**src/sv/prx_pkg.sv**
```systemverilog
// ----------------------------------------------------------------------------
// prx_pkg
// Shared types and constants of the printable run extractor.
// ----------------------------------------------------------------------------
package prx_pkg;

  // Scan modes held in the scan mode register.
  typedef enum logic [1:0] {
    MODE_ASCII    = 2'd0,
    MODE_UTF16LE  = 2'd1,
    MODE_UTF16BE  = 2'd2
  } prx_mode_e;

  // Configuration register indexes.
  localparam logic [1:0] CFG_SCAN_MODE  = 2'd0;
  localparam logic [1:0] CFG_MIN_LENGTH = 2'd1;

  // Character classes.
  localparam logic [7:0] CHAR_FIRST_PRINT = 8'h20;
  localparam logic [7:0] CHAR_LAST_PRINT  = 8'h7E;
  localparam logic [7:0] CHAR_TAB         = 8'h09;
  localparam logic [7:0] CHAR_NUL         = 8'h00;

  // Tail of one result burst: the current character and the end marker.
  typedef struct packed {
    logic [7:0] chr;
    logic       emit_char;
    logic       emit_end;
  } prx_tail_t;

  function automatic logic is_printable(input logic [7:0] c);
    is_printable = (c >= CHAR_FIRST_PRINT) && (c <= CHAR_LAST_PRINT);
  endfunction

endpackage

```
**src/sv/prx_in_if.sv**
```systemverilog
// ----------------------------------------------------------------------------
// prx_in_if
// Input byte channel: one raw stream byte per beat.
// ----------------------------------------------------------------------------
interface prx_in_if;
  logic       valid;
  logic       ready;
  logic [7:0] data_byte;
  logic       end_of_file;

  modport source(output valid, data_byte, end_of_file, input ready);
  modport sink(input valid, data_byte, end_of_file, output ready);
endinterface

```
**src/sv/prx_out_if.sv**
```systemverilog
// ----------------------------------------------------------------------------
// prx_out_if
// Result channel: one extracted character or end marker per beat.
// ----------------------------------------------------------------------------
interface prx_out_if;
  logic       valid;
  logic       ready;
  logic [7:0] out_char;
  logic       is_end_marker;
  logic       last_of_burst;

  modport source(output valid, out_char, is_end_marker, last_of_burst, input ready);
  modport sink(input valid, out_char, is_end_marker, last_of_burst, output ready);
endinterface

```
**src/sv/prx_cfg_if.sv**
```systemverilog
// ----------------------------------------------------------------------------
// prx_cfg_if
// Configuration write channel: register index and write data per beat.
// ----------------------------------------------------------------------------
interface prx_cfg_if;
  logic       valid;
  logic       ready;
  logic [1:0] index;
  logic [7:0] data;

  modport source(output valid, index, data, input ready);
  modport sink(input valid, index, data, output ready);
endinterface

```
**src/sv/prx_emit.sv**
```systemverilog
// ----------------------------------------------------------------------------
// prx_emit
// Result sequencer: holds the head characters of the open run and plays
// out the results of one byte, one beat per cycle while the port is ready.
// ----------------------------------------------------------------------------
module prx_emit #(
  parameter int MAX_MIN_LENGTH = 16
) (
  input  logic                              clk_i,
  input  logic                              rst_ni,
  // Head store write port.
  input  logic                              hwr_en_i,
  input  logic [$clog2(MAX_MIN_LENGTH)-1:0] hwr_idx_i,
  input  logic [7:0]                        hwr_data_i,
  // New burst from the decode logic.
  input  logic                              load_i,
  input  logic [$clog2(MAX_MIN_LENGTH)-1:0] head_cnt_i,
  input  prx_pkg::prx_tail_t                tail_i,
  output logic                              can_load_o,
  prx_out_if.source                         out_o
);

  localparam int HIW = $clog2(MAX_MIN_LENGTH);

  logic [7:0]     head_q [MAX_MIN_LENGTH];
  logic [HIW-1:0] head_left_q, head_left_d;
  logic [HIW-1:0] hidx_q, hidx_d;
  logic [7:0]     chr_q, chr_d;
  logic           char_pend_q, char_pend_d;
  logic           end_pend_q, end_pend_d;
  logic           head_busy;
  logic           busy;
  logic           last;
  logic           fire;

  // Head characters of the open run; entries are written before they are read.
  always_ff @(posedge clk_i) begin
    if (hwr_en_i) begin
      head_q[hwr_idx_i] <= hwr_data_i;
    end
  end

  assign head_busy = (head_left_q != '0);
  assign busy      = head_busy || char_pend_q || end_pend_q;

  // The beat on the port is the last one of its burst.
  always_comb begin
    if (!head_busy) begin
      last = !(char_pend_q && end_pend_q);
    end else if (head_left_q == HIW'(1)) begin
      last = !char_pend_q && !end_pend_q;
    end else begin
      last = 1'b0;
    end
  end

  // Output beat selection: head characters, then the character, then the marker.
  always_comb begin
    out_o.valid         = busy;
    out_o.last_of_burst = last;
    out_o.is_end_marker = 1'b0;
    if (head_busy) begin
      out_o.out_char = head_q[hidx_q];
    end else if (char_pend_q) begin
      out_o.out_char = chr_q;
    end else begin
      out_o.out_char      = prx_pkg::CHAR_NUL;
      out_o.is_end_marker = end_pend_q;
    end
  end

  assign fire       = busy && out_o.ready;
  assign can_load_o = !busy || (fire && last);

  // Burst bookkeeping.
  always_comb begin
    head_left_d = head_left_q;
    hidx_d      = hidx_q;
    chr_d       = chr_q;
    char_pend_d = char_pend_q;
    end_pend_d  = end_pend_q;
    if (load_i) begin
      head_left_d = head_cnt_i;
      hidx_d      = '0;
      chr_d       = tail_i.chr;
      char_pend_d = tail_i.emit_char;
      end_pend_d  = tail_i.emit_end;
    end else if (fire) begin
      if (head_busy) begin
        head_left_d = head_left_q - HIW'(1);
        hidx_d      = hidx_q + HIW'(1);
      end else if (char_pend_q) begin
        char_pend_d = 1'b0;
      end else begin
        end_pend_d = 1'b0;
      end
    end
  end

  always_ff @(posedge clk_i or negedge rst_ni) begin
    if (!rst_ni) begin
      head_left_q <= '0;
      hidx_q      <= '0;
      char_pend_q <= 1'b0;
      end_pend_q  <= 1'b0;
    end else begin
      head_left_q <= head_left_d;
      hidx_q      <= hidx_d;
      char_pend_q <= char_pend_d;
      end_pend_q  <= end_pend_d;
    end
  end

  always_ff @(posedge clk_i) begin
    chr_q <= chr_d;
  end

endmodule

```
**src/sv/printable_run_extractor.sv**
```systemverilog
// ----------------------------------------------------------------------------
// printable_run_extractor
// Finds runs of printable characters in a byte stream (ASCII or UTF-16).
// ----------------------------------------------------------------------------
// The block takes one stream byte per beat and reports runs of printable
// characters that reach the programmed minimum length, each run closed by an
// end marker beat. A byte that yields at most one result is taken every
// cycle while the output is ready. The byte that completes the minimum
// length yields the held head characters plus itself (up to MAX_MIN_LENGTH
// beats, one more with an end of file marker); the result sequencer plays
// these out one beat per cycle while the output is ready and takes the next
// byte in the cycle of the final beat. No clearing pass runs after reset.
module printable_run_extractor #(
  parameter int MAX_RUN_CHARS  = 1024,
  parameter int MAX_MIN_LENGTH = 16
) (
  input  logic        clk_i,
  input  logic        rst_ni,
  prx_cfg_if.sink     cfg_i,
  prx_in_if.sink      in_i,
  prx_out_if.source   out_o
);

  localparam int RLW = $clog2(MAX_RUN_CHARS);
  localparam int MLW = $clog2(MAX_MIN_LENGTH + 1);
  localparam int HIW = $clog2(MAX_MIN_LENGTH);
  localparam int CW  = ((RLW > MLW) ? RLW : MLW) + 1;

  logic [1:0]     scan_mode_q;
  logic [4:0]     min_length_q;
  logic [7:0]     pend_byte_q, pend_byte_d;
  logic           pend_valid_q, pend_valid_d;
  logic [RLW-1:0] run_len_q;
  logic [CW-1:0]  run_d;
  logic [CW-1:0]  run_ext;
  logic [CW-1:0]  new_len;
  logic [CW-1:0]  min_ext;
  logic [CW-1:0]  eff_min;
  logic           can_take;
  logic           take;
  logic           close;
  logic [7:0]     take_chr;
  logic           match;
  logic           accept;
  logic           can_load;
  logic           hwr_en;
  logic [HIW-1:0] head_cnt;
  prx_pkg::prx_tail_t tail;

  // Configuration registers; writes are always taken.
  assign cfg_i.ready = 1'b1;

  always_ff @(posedge clk_i or negedge rst_ni) begin
    if (!rst_ni) begin
      scan_mode_q  <= prx_pkg::MODE_ASCII;
      min_length_q <= 5'd4;
    end else if (cfg_i.valid) begin
      if (cfg_i.index == prx_pkg::CFG_SCAN_MODE) begin
        scan_mode_q <= cfg_i.data[1:0];
      end else if (cfg_i.index == prx_pkg::CFG_MIN_LENGTH) begin
        min_length_q <= cfg_i.data[4:0];
      end
    end
  end

  // Effective minimum length: zero reads as one, large values saturate.
  assign min_ext = CW'(min_length_q);
  always_comb begin
    if (min_ext == '0) begin
      eff_min = CW'(1);
    end else if (min_ext > CW'(MAX_MIN_LENGTH)) begin
      eff_min = CW'(MAX_MIN_LENGTH);
    end else begin
      eff_min = min_ext;
    end
  end

  assign run_ext  = CW'(run_len_q);
  assign new_len  = run_ext + CW'(1);
  assign can_take = run_ext < CW'(MAX_RUN_CHARS - 1);

  // Byte decode: does this byte complete a character or break the run.
  always_comb begin
    take         = 1'b0;
    close        = 1'b0;
    take_chr     = in_i.data_byte;
    match        = 1'b0;
    pend_byte_d  = pend_byte_q;
    pend_valid_d = pend_valid_q;
    unique case (scan_mode_q)
      prx_pkg::MODE_UTF16LE, prx_pkg::MODE_UTF16BE: begin
        if (scan_mode_q == prx_pkg::MODE_UTF16LE) begin
          match    = prx_pkg::is_printable(pend_byte_q) &&
                     (in_i.data_byte == prx_pkg::CHAR_NUL);
          take_chr = pend_byte_q;
        end else begin
          match    = (pend_byte_q == prx_pkg::CHAR_NUL) &&
                     prx_pkg::is_printable(in_i.data_byte);
          take_chr = in_i.data_byte;
        end
        if (!pend_valid_q) begin
          pend_byte_d  = in_i.data_byte;
          pend_valid_d = 1'b1;
        end else if (match) begin
          take         = 1'b1;
          pend_byte_d  = prx_pkg::CHAR_NUL;
          pend_valid_d = 1'b0;
        end else begin
          close        = 1'b1;
          pend_byte_d  = in_i.data_byte;
          pend_valid_d = 1'b1;
        end
      end
      default: begin
        pend_byte_d  = prx_pkg::CHAR_NUL;
        pend_valid_d = 1'b0;
        if (prx_pkg::is_printable(in_i.data_byte) ||
            (in_i.data_byte == prx_pkg::CHAR_TAB)) begin
          take = 1'b1;
        end else begin
          close = 1'b1;
        end
      end
    endcase
    if (in_i.end_of_file) begin
      pend_byte_d  = prx_pkg::CHAR_NUL;
      pend_valid_d = 1'b0;
    end
  end

  // Run bookkeeping and the burst that this byte causes.
  always_comb begin
    run_d          = run_ext;
    hwr_en         = 1'b0;
    head_cnt       = '0;
    tail.chr       = take_chr;
    tail.emit_char = 1'b0;
    tail.emit_end  = 1'b0;
    if (take && can_take) begin
      run_d  = new_len;
      hwr_en = accept && (new_len <= CW'(MAX_MIN_LENGTH));
      if (new_len == eff_min) begin
        head_cnt       = HIW'(new_len - CW'(1));
        tail.emit_char = 1'b1;
      end else if (new_len > eff_min) begin
        tail.emit_char = 1'b1;
      end
    end
    if (close) begin
      tail.emit_end = run_ext >= eff_min;
      run_d         = '0;
    end
    // End of file closes whatever run is still open.
    if (in_i.end_of_file) begin
      if (run_d >= eff_min) begin
        tail.emit_end = 1'b1;
      end
      run_d = '0;
    end
  end

  assign in_i.ready = can_load;
  assign accept     = in_i.valid && can_load;

  always_ff @(posedge clk_i or negedge rst_ni) begin
    if (!rst_ni) begin
      pend_byte_q  <= prx_pkg::CHAR_NUL;
      pend_valid_q <= 1'b0;
      run_len_q    <= '0;
    end else if (accept) begin
      pend_byte_q  <= pend_byte_d;
      pend_valid_q <= pend_valid_d;
      run_len_q    <= RLW'(run_d);
    end
  end

  // Result sequencer with the head character store.
  prx_emit #(
    .MAX_MIN_LENGTH(MAX_MIN_LENGTH)
  ) u_emit (
    .clk_i      (clk_i),
    .rst_ni     (rst_ni),
    .hwr_en_i   (hwr_en),
    .hwr_idx_i  (HIW'(new_len - CW'(1))),
    .hwr_data_i (take_chr),
    .load_i     (accept),
    .head_cnt_i (head_cnt),
    .tail_i     (tail),
    .can_load_o (can_load),
    .out_o      (out_o)
  );

endmodule

```
**src/flat_wrapper.sv**
```systemverilog
// flat-port wrapper written by rule: the top's interface ports become plain ports
module printable_run_extractor_flat 
#(
  parameter int MAX_RUN_CHARS  = 1024,
  parameter int MAX_MIN_LENGTH = 16
)
  (clk_i, rst_ni, cfg_i_valid, cfg_i_index, cfg_i_data, cfg_i_ready, in_i_valid, in_i_data_byte, in_i_end_of_file, in_i_ready, out_o_valid, out_o_out_char, out_o_is_end_marker, out_o_last_of_burst, out_o_ready);
  prx_cfg_if cfg_i_i ();
  prx_in_if in_i_i ();
  prx_out_if out_o_i ();
  input  logic clk_i;
  input  logic rst_ni;
  input wire logic [$bits(cfg_i_i.valid)-1:0] cfg_i_valid;
  input wire logic [$bits(cfg_i_i.index)-1:0] cfg_i_index;
  input wire logic [$bits(cfg_i_i.data)-1:0] cfg_i_data;
  output wire logic [$bits(cfg_i_i.ready)-1:0] cfg_i_ready;
  input wire logic [$bits(in_i_i.valid)-1:0] in_i_valid;
  input wire logic [$bits(in_i_i.data_byte)-1:0] in_i_data_byte;
  input wire logic [$bits(in_i_i.end_of_file)-1:0] in_i_end_of_file;
  output wire logic [$bits(in_i_i.ready)-1:0] in_i_ready;
  output wire logic [$bits(out_o_i.valid)-1:0] out_o_valid;
  output wire logic [$bits(out_o_i.out_char)-1:0] out_o_out_char;
  output wire logic [$bits(out_o_i.is_end_marker)-1:0] out_o_is_end_marker;
  output wire logic [$bits(out_o_i.last_of_burst)-1:0] out_o_last_of_burst;
  input wire logic [$bits(out_o_i.ready)-1:0] out_o_ready;
  assign cfg_i_i.valid = cfg_i_valid;
  assign cfg_i_i.index = cfg_i_index;
  assign cfg_i_i.data = cfg_i_data;
  assign cfg_i_ready = cfg_i_i.ready;
  assign in_i_i.valid = in_i_valid;
  assign in_i_i.data_byte = in_i_data_byte;
  assign in_i_i.end_of_file = in_i_end_of_file;
  assign in_i_ready = in_i_i.ready;
  assign out_o_valid = out_o_i.valid;
  assign out_o_out_char = out_o_i.out_char;
  assign out_o_is_end_marker = out_o_i.is_end_marker;
  assign out_o_last_of_burst = out_o_i.last_of_burst;
  assign out_o_i.ready = out_o_ready;
  printable_run_extractor #(.MAX_RUN_CHARS(MAX_RUN_CHARS), .MAX_MIN_LENGTH(MAX_MIN_LENGTH)) u_core (.clk_i(clk_i), .rst_ni(rst_ni), .cfg_i(cfg_i_i), .in_i(in_i_i), .out_o(out_o_i));
endmodule
```
**config.mk**
```make
export PLATFORM = sky130hd
export DESIGN_NAME = printable_run_extractor_flat
export DESIGN_NICKNAME = d
export VERILOG_FILES = /design/src/sv/prx_pkg.sv /design/src/sv/prx_in_if.sv /design/src/sv/prx_out_if.sv /design/src/sv/prx_cfg_if.sv /design/src/sv/prx_emit.sv /design/src/sv/printable_run_extractor.sv /design/src/flat_wrapper.sv
export SDC_FILE = /design/constraint.sdc
export NUM_CORES = 1
export LEC_CHECK = 0
export BUFFER_PORTS_ARGS = -buffer_cell sky130_fd_sc_hd__buf_4
export CORE_ASPECT_RATIO = 0.5
export CORE_MARGIN = 4
export CORE_UTILIZATION = 40
export DETAILED_ROUTE_END_ITERATION = 16
export PLACE_DENSITY = 0.56
export SETUP_SLACK_MARGIN = 0.2
export SYNTH_ARGS = -nofsm -noshare
export SYNTH_HDL_FRONTEND = slang
export SYNTH_SLANG_ARGS = --single-unit
export TNS_END_PERCENT = 5
```
**constraint.sdc**
```tcl
create_clock -name clk_i -period 4.5 [get_ports clk_i]
set_input_delay 0.45 -clock clk_i [delete_from_list [all_inputs] [get_ports clk_i]]
set_output_delay 0.45 -clock clk_i [all_outputs]
set_load 0.03 [all_outputs]
```
# Yosys cells after proc, flatten, opt, wreduce, memory -nomap -nowiden
# Memory sizes are Yosys's and may differ from the RTL's.
# Cells that the tools add are included.
word_totals:
  input_bits: 24
  output_inout_bits: 13
  ramBits: 128
  register_bits: 44
  n_memories: 1
mem_list:
  columns: ["name", "words", "word_bits", "rd", "rd_ports_with_merged_regs", "write_ports", "line", "text"]
  rows:
  - ["u_core.u_emit.head_q", 16, 8, 1, 0, 1, "prx_emit.sv:25", "logic [7:0] head_q [MAX_MIN_LENGTH];"]
op_classes:
  n_mux: 54
  n_reduce_logical: 32
  n_addsub: 4
  n_lt_le_gt_ge: 10
  n_bitwise: 1
  eq_ne: 8
op_table:
  columns: ["cell", "count"]
  rows:
  - ["two-way mux 8 bit", 8]
  - ["two-way mux 1 bit", 33]
  - ["two-way mux 11 bit", 3]
  - ["two-way mux 4 bit", 8]
  - [">= comparator 8 x 6 -> 1 bit, second input constant", 2]
  - ["<= comparator 8 x 7 -> 1 bit, second input constant", 2]
  - ["logical NOT 8 bit", 2]
  - ["adder 10 x 1 -> 11 bit, second input constant", 1]
  - ["== test 11 bit", 1]
  - [">= comparator 10 x 11 -> 1 bit", 1]
  - [">= comparator 11 bit", 1]
  - ["> comparator 11 bit", 1]
  - ["<= comparator 11 x 5 -> 1 bit, second input constant", 1]
  - ["logical AND 1 bit", 11]
  - ["logical NOT 11 bit", 1]
  - ["< comparator 10 bit, second input constant", 1]
  - ["two-way mux 10 bit", 1]
  - ["== test 8 x 4 -> 1 bit, second input constant", 1]
  - ["subtractor 4 x 1 -> 4 bit, second input constant", 2]
  - ["AND reduction 2 bit", 3]
  - ["AND reduction 3 bit", 2]
  - ["> comparator 5 bit, second input constant", 1]
  - ["two-way mux 5 bit", 1]
  - ["adder 4 x 1 -> 4 bit, second input constant", 1]
  - ["11 further kinds", 20]

# Longest topological paths before layout
depth:
  ltp_word: 15
  mapped_depth: 19
  mapped_depth_nobuf: 17

# Hierarchy
# From an unflattened synthesis, not the netlist that was laid out.
unflattened:
  hier_cells: 599
  hier_area_um2: 8219.1
modules_own_cells:
  columns: ["module", "instances", "area_each_um2", "seq_area_each_um2", "cells_each"]
  rows:
  - ["prx_emit", 1, 5964.5, 4334.2, 345]
  - ["printable_run_extractor", 1, 2254.7, 651.9, 254]

# Least setup slack after synthesis
# No wires, ideal clock.
synth_path:
  path_kind: "reg2reg"
  startpoint: "register u_core.scan_mode_q[1]"
  endpoint: "register u_core.u_emit.end_pend_q"
  path_buffers: 2
  setup_slack_ns: 0.690
  required_time_ns: 4.379
  path_stages_with_launch: 20
  setup_ns: 0.121
  t_arrival_ns: 3.689
  period_less_slack_ns: 3.810
  cell_sequence: "dfrtp_1 > inv_1 > ha_1 > buf_4 > nor4b_1 > o21ai_0 > o41a_1 > a21oi_4 > and2_1 > clkbuf_1 > xnor2_1 > nand2_1 > ha_1 > nand2b_1 > a21o_1 > a21o_1 > a21o_1 > a211o_1 > a211o_1 > a22o_1"
synth_via:
  elab_chain_len: 13
  word_cells_on_any_way: 19
  cone_classes: "order compare: 1; eq/ne: 2; mux: 14; reduce/logical: 2"
synth_rtl:
  columns: ["item", "line", "text"]
  rows:
  - ["start, declared", "printable_run_extractor.sv:29", "logic [1:0] scan_mode_q;"]
  - ["start signal, assigned", "printable_run_extractor.sv:55", "scan_mode_q <= prx_pkg::MODE_ASCII;"]
  - ["start signal, assigned", "printable_run_extractor.sv:59", "scan_mode_q <= cfg_i.data[1:0];"]
  - ["== test 2 x 1 -> 1 bit", "printable_run_extractor.sv:90, printable_run_extractor.sv:92", null]
  - ["two-way mux 1 bit", "printable_run_extractor.sv:92", "if (scan_mode_q == prx_pkg::MODE_UTF16LE) begin"]
  - ["two-way mux 1 bit", "printable_run_extractor.sv:90", "unique case (scan_mode_q)"]
  - ["two-way mux 1 bit", "printable_run_extractor.sv:104", "end else if (match) begin"]
  - ["two-way mux 1 bit", "printable_run_extractor.sv:101", "if (!pend_valid_q) begin"]
  - ["two-way mux 1 bit", "printable_run_extractor.sv:90", null]
  - ["logical AND 1 bit", "printable_run_extractor.sv:139", "if (take && can_take) begin"]
  - ["two-way mux 11 bit", "printable_run_extractor.sv:139", null]
  - ["two-way mux 11 bit", "printable_run_extractor.sv:149", "if (close) begin"]
  - [">= comparator 11 bit", "printable_run_extractor.sv:155", "if (run_d >= eff_min) begin"]
  - ["two-way mux 1 bit", "printable_run_extractor.sv:155", null]
  - ["two-way mux 1 bit *", "printable_run_extractor.sv:154", "if (in_i.end_of_file) begin"]
  - ["two-way mux 1 bit *", "prx_emit.sv:82", "if (load_i) begin"]
  - ["end signal, assigned", "prx_emit.sv:110", "end_pend_q <= end_pend_d;"]
  - ["end, declared", "prx_emit.sv:30", "logic end_pend_q, end_pend_d;"]
# Every way passes the cells marked *; elsewhere a longest branch is shown, timed or not. The select of a mux whose other input is x is not followed.
# A chain may end at the register's enable or synchronous reset.

# Worst setup path in the final report
# Ends and elaborated chain as after synthesis.

==> tab_implementation.tex <==
\begin{tabular}{lr}
\hline
Metric & Value \\
\hline
\multicolumn{2}{l}{\textbf{Synthesis}} \\
Share of the synthesized area in the top cell type & 49.8\% \\
Top area cells in the synthesized netlist & sky130\_fd\_sc\_hd\_\_edfxtp\_1, sky130\_fd\_sc\_hd\_\_mux4\_2, sky130\_fd\_sc\_hd\_\_dfrtp\_1 \\
FF+latch count, synth & 172 \\
Leading area contributor after synthesis & sky130\_fd\_sc\_hd\_\_edfxtp\_1 \\
Number of flops mapped to enable cells by yosys & 136 \\
Most common flop cell mapped by yosys & sky130\_fd\_sc\_hd\_\_edfxtp\_1 \\
Post-synthesis async set-or-reset flop share & between 20\% and 30\% \\
Most frequent cell after synthesis & sky130\_fd\_sc\_hd\_\_edfxtp\_1 \\
Combined area of all synthesized cells & 0.00820 mm² \\
Count of distinct cell types in the synthesized netlist & 65 \\
Most instantiated cells after synthesis & sky130\_fd\_sc\_hd\_\_edfxtp\_1, sky130\_fd\_sc\_hd\_\_nand2\_1, sky130\_fd\_sc\_hd\_\_mux4\_2 \\
Cells after synthesis & 572 \\
Sequential-to-total area share from yosys stat & 60.8\% \\
Yosys warnings & 0 \\
Mean area per synthesized cell & 14.3 µm² \\
Number of nets produced by synthesis & approximately 620 \\
\multicolumn{2}{l}{\textbf{Floorplanning}} \\
Chip Height & 109 µm \\
IO Count & 37 \\
Cell row count & 36 \\
Die width & 211 µm \\
Starting density of the core & approximately 41\% \\
Die outline area & 0.0230 mm² \\
Area of the core region & 0.0198 mm² \\
\multicolumn{2}{l}{\textbf{Power and ir drop}} \\
Static leakage & roughly 3.4 nW \\
Switching share of power & 35.4\% \\
Worst IR Drop VDD & $\sim$0.00027 V \\
Power density relative to cell area & 604 mW/mm² \\
Power share of the clock group & 26.3\% \\
Switching power of the nets & 1.99 mW \\
Reg power frac & a little under two fifths \\
Total Power & 5.62 mW \\
Internal power & roughly 3.6 mW \\
Combinational cell fraction of total power & 36.7\% \\
\multicolumn{2}{l}{\textbf{Clock network}} \\
Clock-pin slew reported for the worst setup and hold paths after clock tree synthesis & $\sim$0.070 ns \\
Root Buffer & sky130\_fd\_sc\_hd\_\_clkbuf\_16 \\
Clock tree from TritonCTS & built \\
Clock insertion delay at the later pin of the skew report & approximately 0.43 ns \\
Count of clock tree sinks & 172 \\
Buffers inserted by post-CTS timing repair & 0 \\
Number of buffers inserted during clock tree synthesis & 17 \\
Number of levels in the clock H-tree & 4 \\
Maximum buffer depth of the clock tree & 2 \\
\multicolumn{2}{l}{\textbf{Worst setup path}} \\
Crit path buffers/inverters & 1 \\
Crit path max fanout & 10 \\
Arrival time at the worst endpoint & roughly 4.3 ns \\
Critical path launch point type & flip-flop \\
Crit path cell chain & inv\_1 -> ha\_2 -> nor4b\_1 -> o21ai\_0 -> o41a\_1 -> a21oi\_4 -> and2\_1 -> xnor2\_1 -> nand2\_1 -> ha\_1 -> nand2b\_1 -> a21o\_1 -> a21o\_1 -> a21o\_1 -> a211o\_1 -> a211o\_1 -> a22o\_1 \\
Origin of the critical flop-to-flop path & u\_core.scan\_mode\_q[1] \\
Critical path's top delay family & compound AO/OA/AOI/OAI gates \\
Data required time at the worst endpoint & 4.81 ns \\
Slowest cell on the critical path & sky130\_fd\_sc\_hd\_\_o41a\_1 \\
Path type of the worst setup path & reg -> reg \\
Launching element of the worst setup path & u\_core.scan\_mode\_q[1] \\
CP max stage delay & 0.39 ns \\
Crit path top cell by count & sky130\_fd\_sc\_hd\_\_a21o\_1 \\
Endpoint kind of the worst setup timing path & flip-flop \\
\multicolumn{2}{l}{\textbf{STA}} \\
Shortest period the worst path allows & 4.03 ns \\
Final Max Slew Viols & 0 \\
Max Clk Rate & between 0.2 and 0.25 GHz \\
Smallest setup slack after layout & 0.467 ns \\
Setup TNS & 0 ns \\
Endpoints failing hold & 0 \\
Final-report setup violation count & 0 \\
Actual slew at the worst max-slew pin & between 1 and 1.5 ns \\
Clock skew after layout & between 0.01 and 0.015 ns \\
Post-route clock period utilization & 89.6\% \\
RSZ-0062 raised after global routing & false \\
Slew headroom & 27.6\% \\
Smallest hold slack & between 0.2 and 0.25 ns \\
\multicolumn{2}{l}{\textbf{Route}} \\
Average wire length per cell after detail routing & 20.3 µm \\
Number of DRC markers in iteration 0 & 394 \\
Vias after detailed routing & slightly below 5000 \\
Detailed-route vias per instance & 5.58 \\
Residual DRC count & 0 \\
DRT Pass-1 Iters & 5 \\
Total detailed-routing wirelength & 17800 µm \\
Number of nets with antenna violations after routing & 0 \\
\multicolumn{2}{l}{\textbf{Placement}} \\
Last weighted congestion value of the routability-driven placer & 0.836 \\
Cell area after placement & between 0.008 and 0.009 mm² \\
Port Buf Inserts & 32 \\
Placed wire-length estimate & 12200 µm \\
Post-Place Setup Slack & 0.343 ns \\
\multicolumn{2}{l}{\textbf{Global route}} \\
Overall overflow remaining after global route & 0 \\
Total global routing track utilization & 16.4\% \\
Antenna violations before repair & 0 \\
First-pass GRT wire length & around 28000 µm \\
Via count of the first global-routing pass & 4933 \\
Pin count of the biggest net entering global routing & 37 \\
\multicolumn{2}{l}{\textbf{Worst hold path}} \\
Min-Delay Startpoint & cfg\_i\_data[0] \\
Worst min-delay path class & in -> reg \\
\multicolumn{2}{l}{\textbf{Finish}} \\
Number of antenna repair diodes & 0 \\
Area added between synthesis and finish & 13.5\% \\
NumNets Final & 650 \\
Fraction of final layout cells sized beyond drive strength 1 & approximately 22\% \\
Final non-filler cell area & 0.00931 mm² \\
Fill cell total of the finished layout & 1729 \\
\multicolumn{2}{l}{\textbf{Outcome}} \\
Run status & complete, no violations \\
\multicolumn{2}{l}{\textbf{Flow run}} \\
Max-cap viol count & 0 \\
\hline
\end{tabular}
==> kinds of logic after synthesis <==
group / Yosys count / share of synthesized area (%)
flip-flops: 172 / 60.8
AND/OR/NAND/NOR: 154 / 9.85
AO/OA/AOI/OAI: 96 / 8.25
multiplexers: 57 / 13.3
buffers and inverters: 55 / 2.70
adder cells (fa/ha/maj): 25 / 3.81
XOR/XNOR: 12 / 1.28
other: 1 / 0.0457
==> stage by stage <==
stage               instances  utilization, %
finish                    880            47.1
global route              880            47.1
CTS                       880            47.1
detailed placement        847            44.0
global placement          847            44.0
floorplan                 572               -
==> power by group through the flow <==
stage	clock network, mW	registers [mW]	logic, mW
final	1.48	2.08	2.06
after detailed placement	0	2.11	2.07
after global placement	0	2.11	2.05
after CTS	1.52	2.08	2.08
after global routing	1.59	2.10	2.26
after floorplan	0	2.01	1.53
==> worst min-delay path: cells and delay by family <==
family | cells | cell delay [ns]
AO/OA/AOI/OAI | 1 | 0.06
AND/OR/NAND/NOR | 1 | 0.04
buffers and inverters | 1 | 0.08
==> layout by cell type (no fill, tap or decap), types with 3 or more instances in the layout <==
| cell type | netlist | layout |
|---|---|---|
| sky130_fd_sc_hd__a31oi_1 | 5 | 5 |
| sky130_fd_sc_hd__inv_1 | 23 | 23 |
| sky130_fd_sc_hd__xnor2_1 | 6 | 6 |
| sky130_fd_sc_hd__o22ai_1 | 3 | 3 |
| sky130_fd_sc_hd__nor2_1 | 28 | 28 |
| sky130_fd_sc_hd__nor3_1 | 7 | 7 |
| sky130_fd_sc_hd__edfxtp_1 | 136 | 136 |
| sky130_fd_sc_hd__and3_1 | 20 | 20 |
| sky130_fd_sc_hd__a22o_1 | 9 | 9 |
| sky130_fd_sc_hd__mux2_2 | 14 | 14 |
| sky130_fd_sc_hd__inv_6 | 0 | 4 |
| sky130_fd_sc_hd__a21oi_1 | 12 | 12 |
| sky130_fd_sc_hd__nand3_1 | 12 | 12 |
| sky130_fd_sc_hd__nand2b_1 | 5 | 5 |
| sky130_fd_sc_hd__nor4_1 | 4 | 4 |
| sky130_fd_sc_hd__a21o_1 | 8 | 8 |
| sky130_fd_sc_hd__mux4_2 | 40 | 40 |
| sky130_fd_sc_hd__o31a_1 | 3 | 3 |
| sky130_fd_sc_hd__nor3b_1 | 4 | 4 |
| sky130_fd_sc_hd__or3_1 | 5 | 5 |
| sky130_fd_sc_hd__clkbuf_16 | 0 | 17 |
| sky130_fd_sc_hd__buf_4 | 3 | 40 |
| sky130_fd_sc_hd__ha_1 | 25 | 24 |
| sky130_fd_sc_hd__inv_8 | 0 | 3 |
| sky130_fd_sc_hd__o21ai_0 | 27 | 27 |
| sky130_fd_sc_hd__xor2_1 | 6 | 6 |
| sky130_fd_sc_hd__o31ai_1 | 3 | 3 |
| sky130_fd_sc_hd__mux2i_1 | 3 | 3 |
| sky130_fd_sc_hd__and4_1 | 3 | 3 |
| sky130_fd_sc_hd__nand4_1 | 7 | 7 |
| sky130_fd_sc_hd__and2_1 | 5 | 5 |
| sky130_fd_sc_hd__a211o_1 | 4 | 4 |
| sky130_fd_sc_hd__nand2_1 | 41 | 41 |
| sky130_fd_sc_hd__dfrtp_1 | 35 | 34 |
==> flip-flops by register name, indices dropped and copies added, names as in the netlist <==
register                   count
u_core.min_length_q            5
u_core.pend_byte_q             8
u_core.pend_valid_q            1
u_core.run_len_q              10
u_core.scan_mode_q             2
u_core.u_emit.char_pend_q      1
u_core.u_emit.chr_q            8
u_core.u_emit.end_pend_q       1
u_core.u_emit.head_left_q      4
u_core.u_emit.head_q         128
u_core.u_emit.hidx_q           4
==> layer usage <==
layer  vias up  routed length, µm  track usage, %
met4         0                148            3.65
met5         -                  0               0
li1       2280                  -               -
met3        14                843            4.31
met1      2507               8390            23.0
met2       109               8460            26.1
==> timing repair <==
action	in CTS	in global routing
endpoints found under the hold margin	21	0
hold buffers	1	0
gates resized for setup	0	1
endpoints found under the setup margin	0	1
==> final cells by class <==
cell class	count	area, µm²	share of cell area [%]
flip-flops and latches	172	4990	53.6
repair buffers	41	310	3.33
well taps	266	333	3.58
inverters	24	90.1	0.968
clock buffers	19	433	4.65
multi-input cells	345	3000	32.2
clock inverters	13	155	1.67
==> final timing paths <==
path | cells after the start | end | slack, ns
worst max-delay path | 17 | u_core.u_emit.end_pend_q | 0.47
worst min-delay path | 3 | u_core.scan_mode_q[0] | 0.25
worst max register to register | 17 | u_core.u_emit.end_pend_q | 0.47
worst min register to register | 1 | u_core.min_length_q[0] | 0.52
max in group asynchronous | 2 | u_core.u_emit.hidx_q[0] | 3.60
min in group asynchronous | 2 | u_core.run_len_q[9] | 0.52
(Power assumes the default switching activity.)
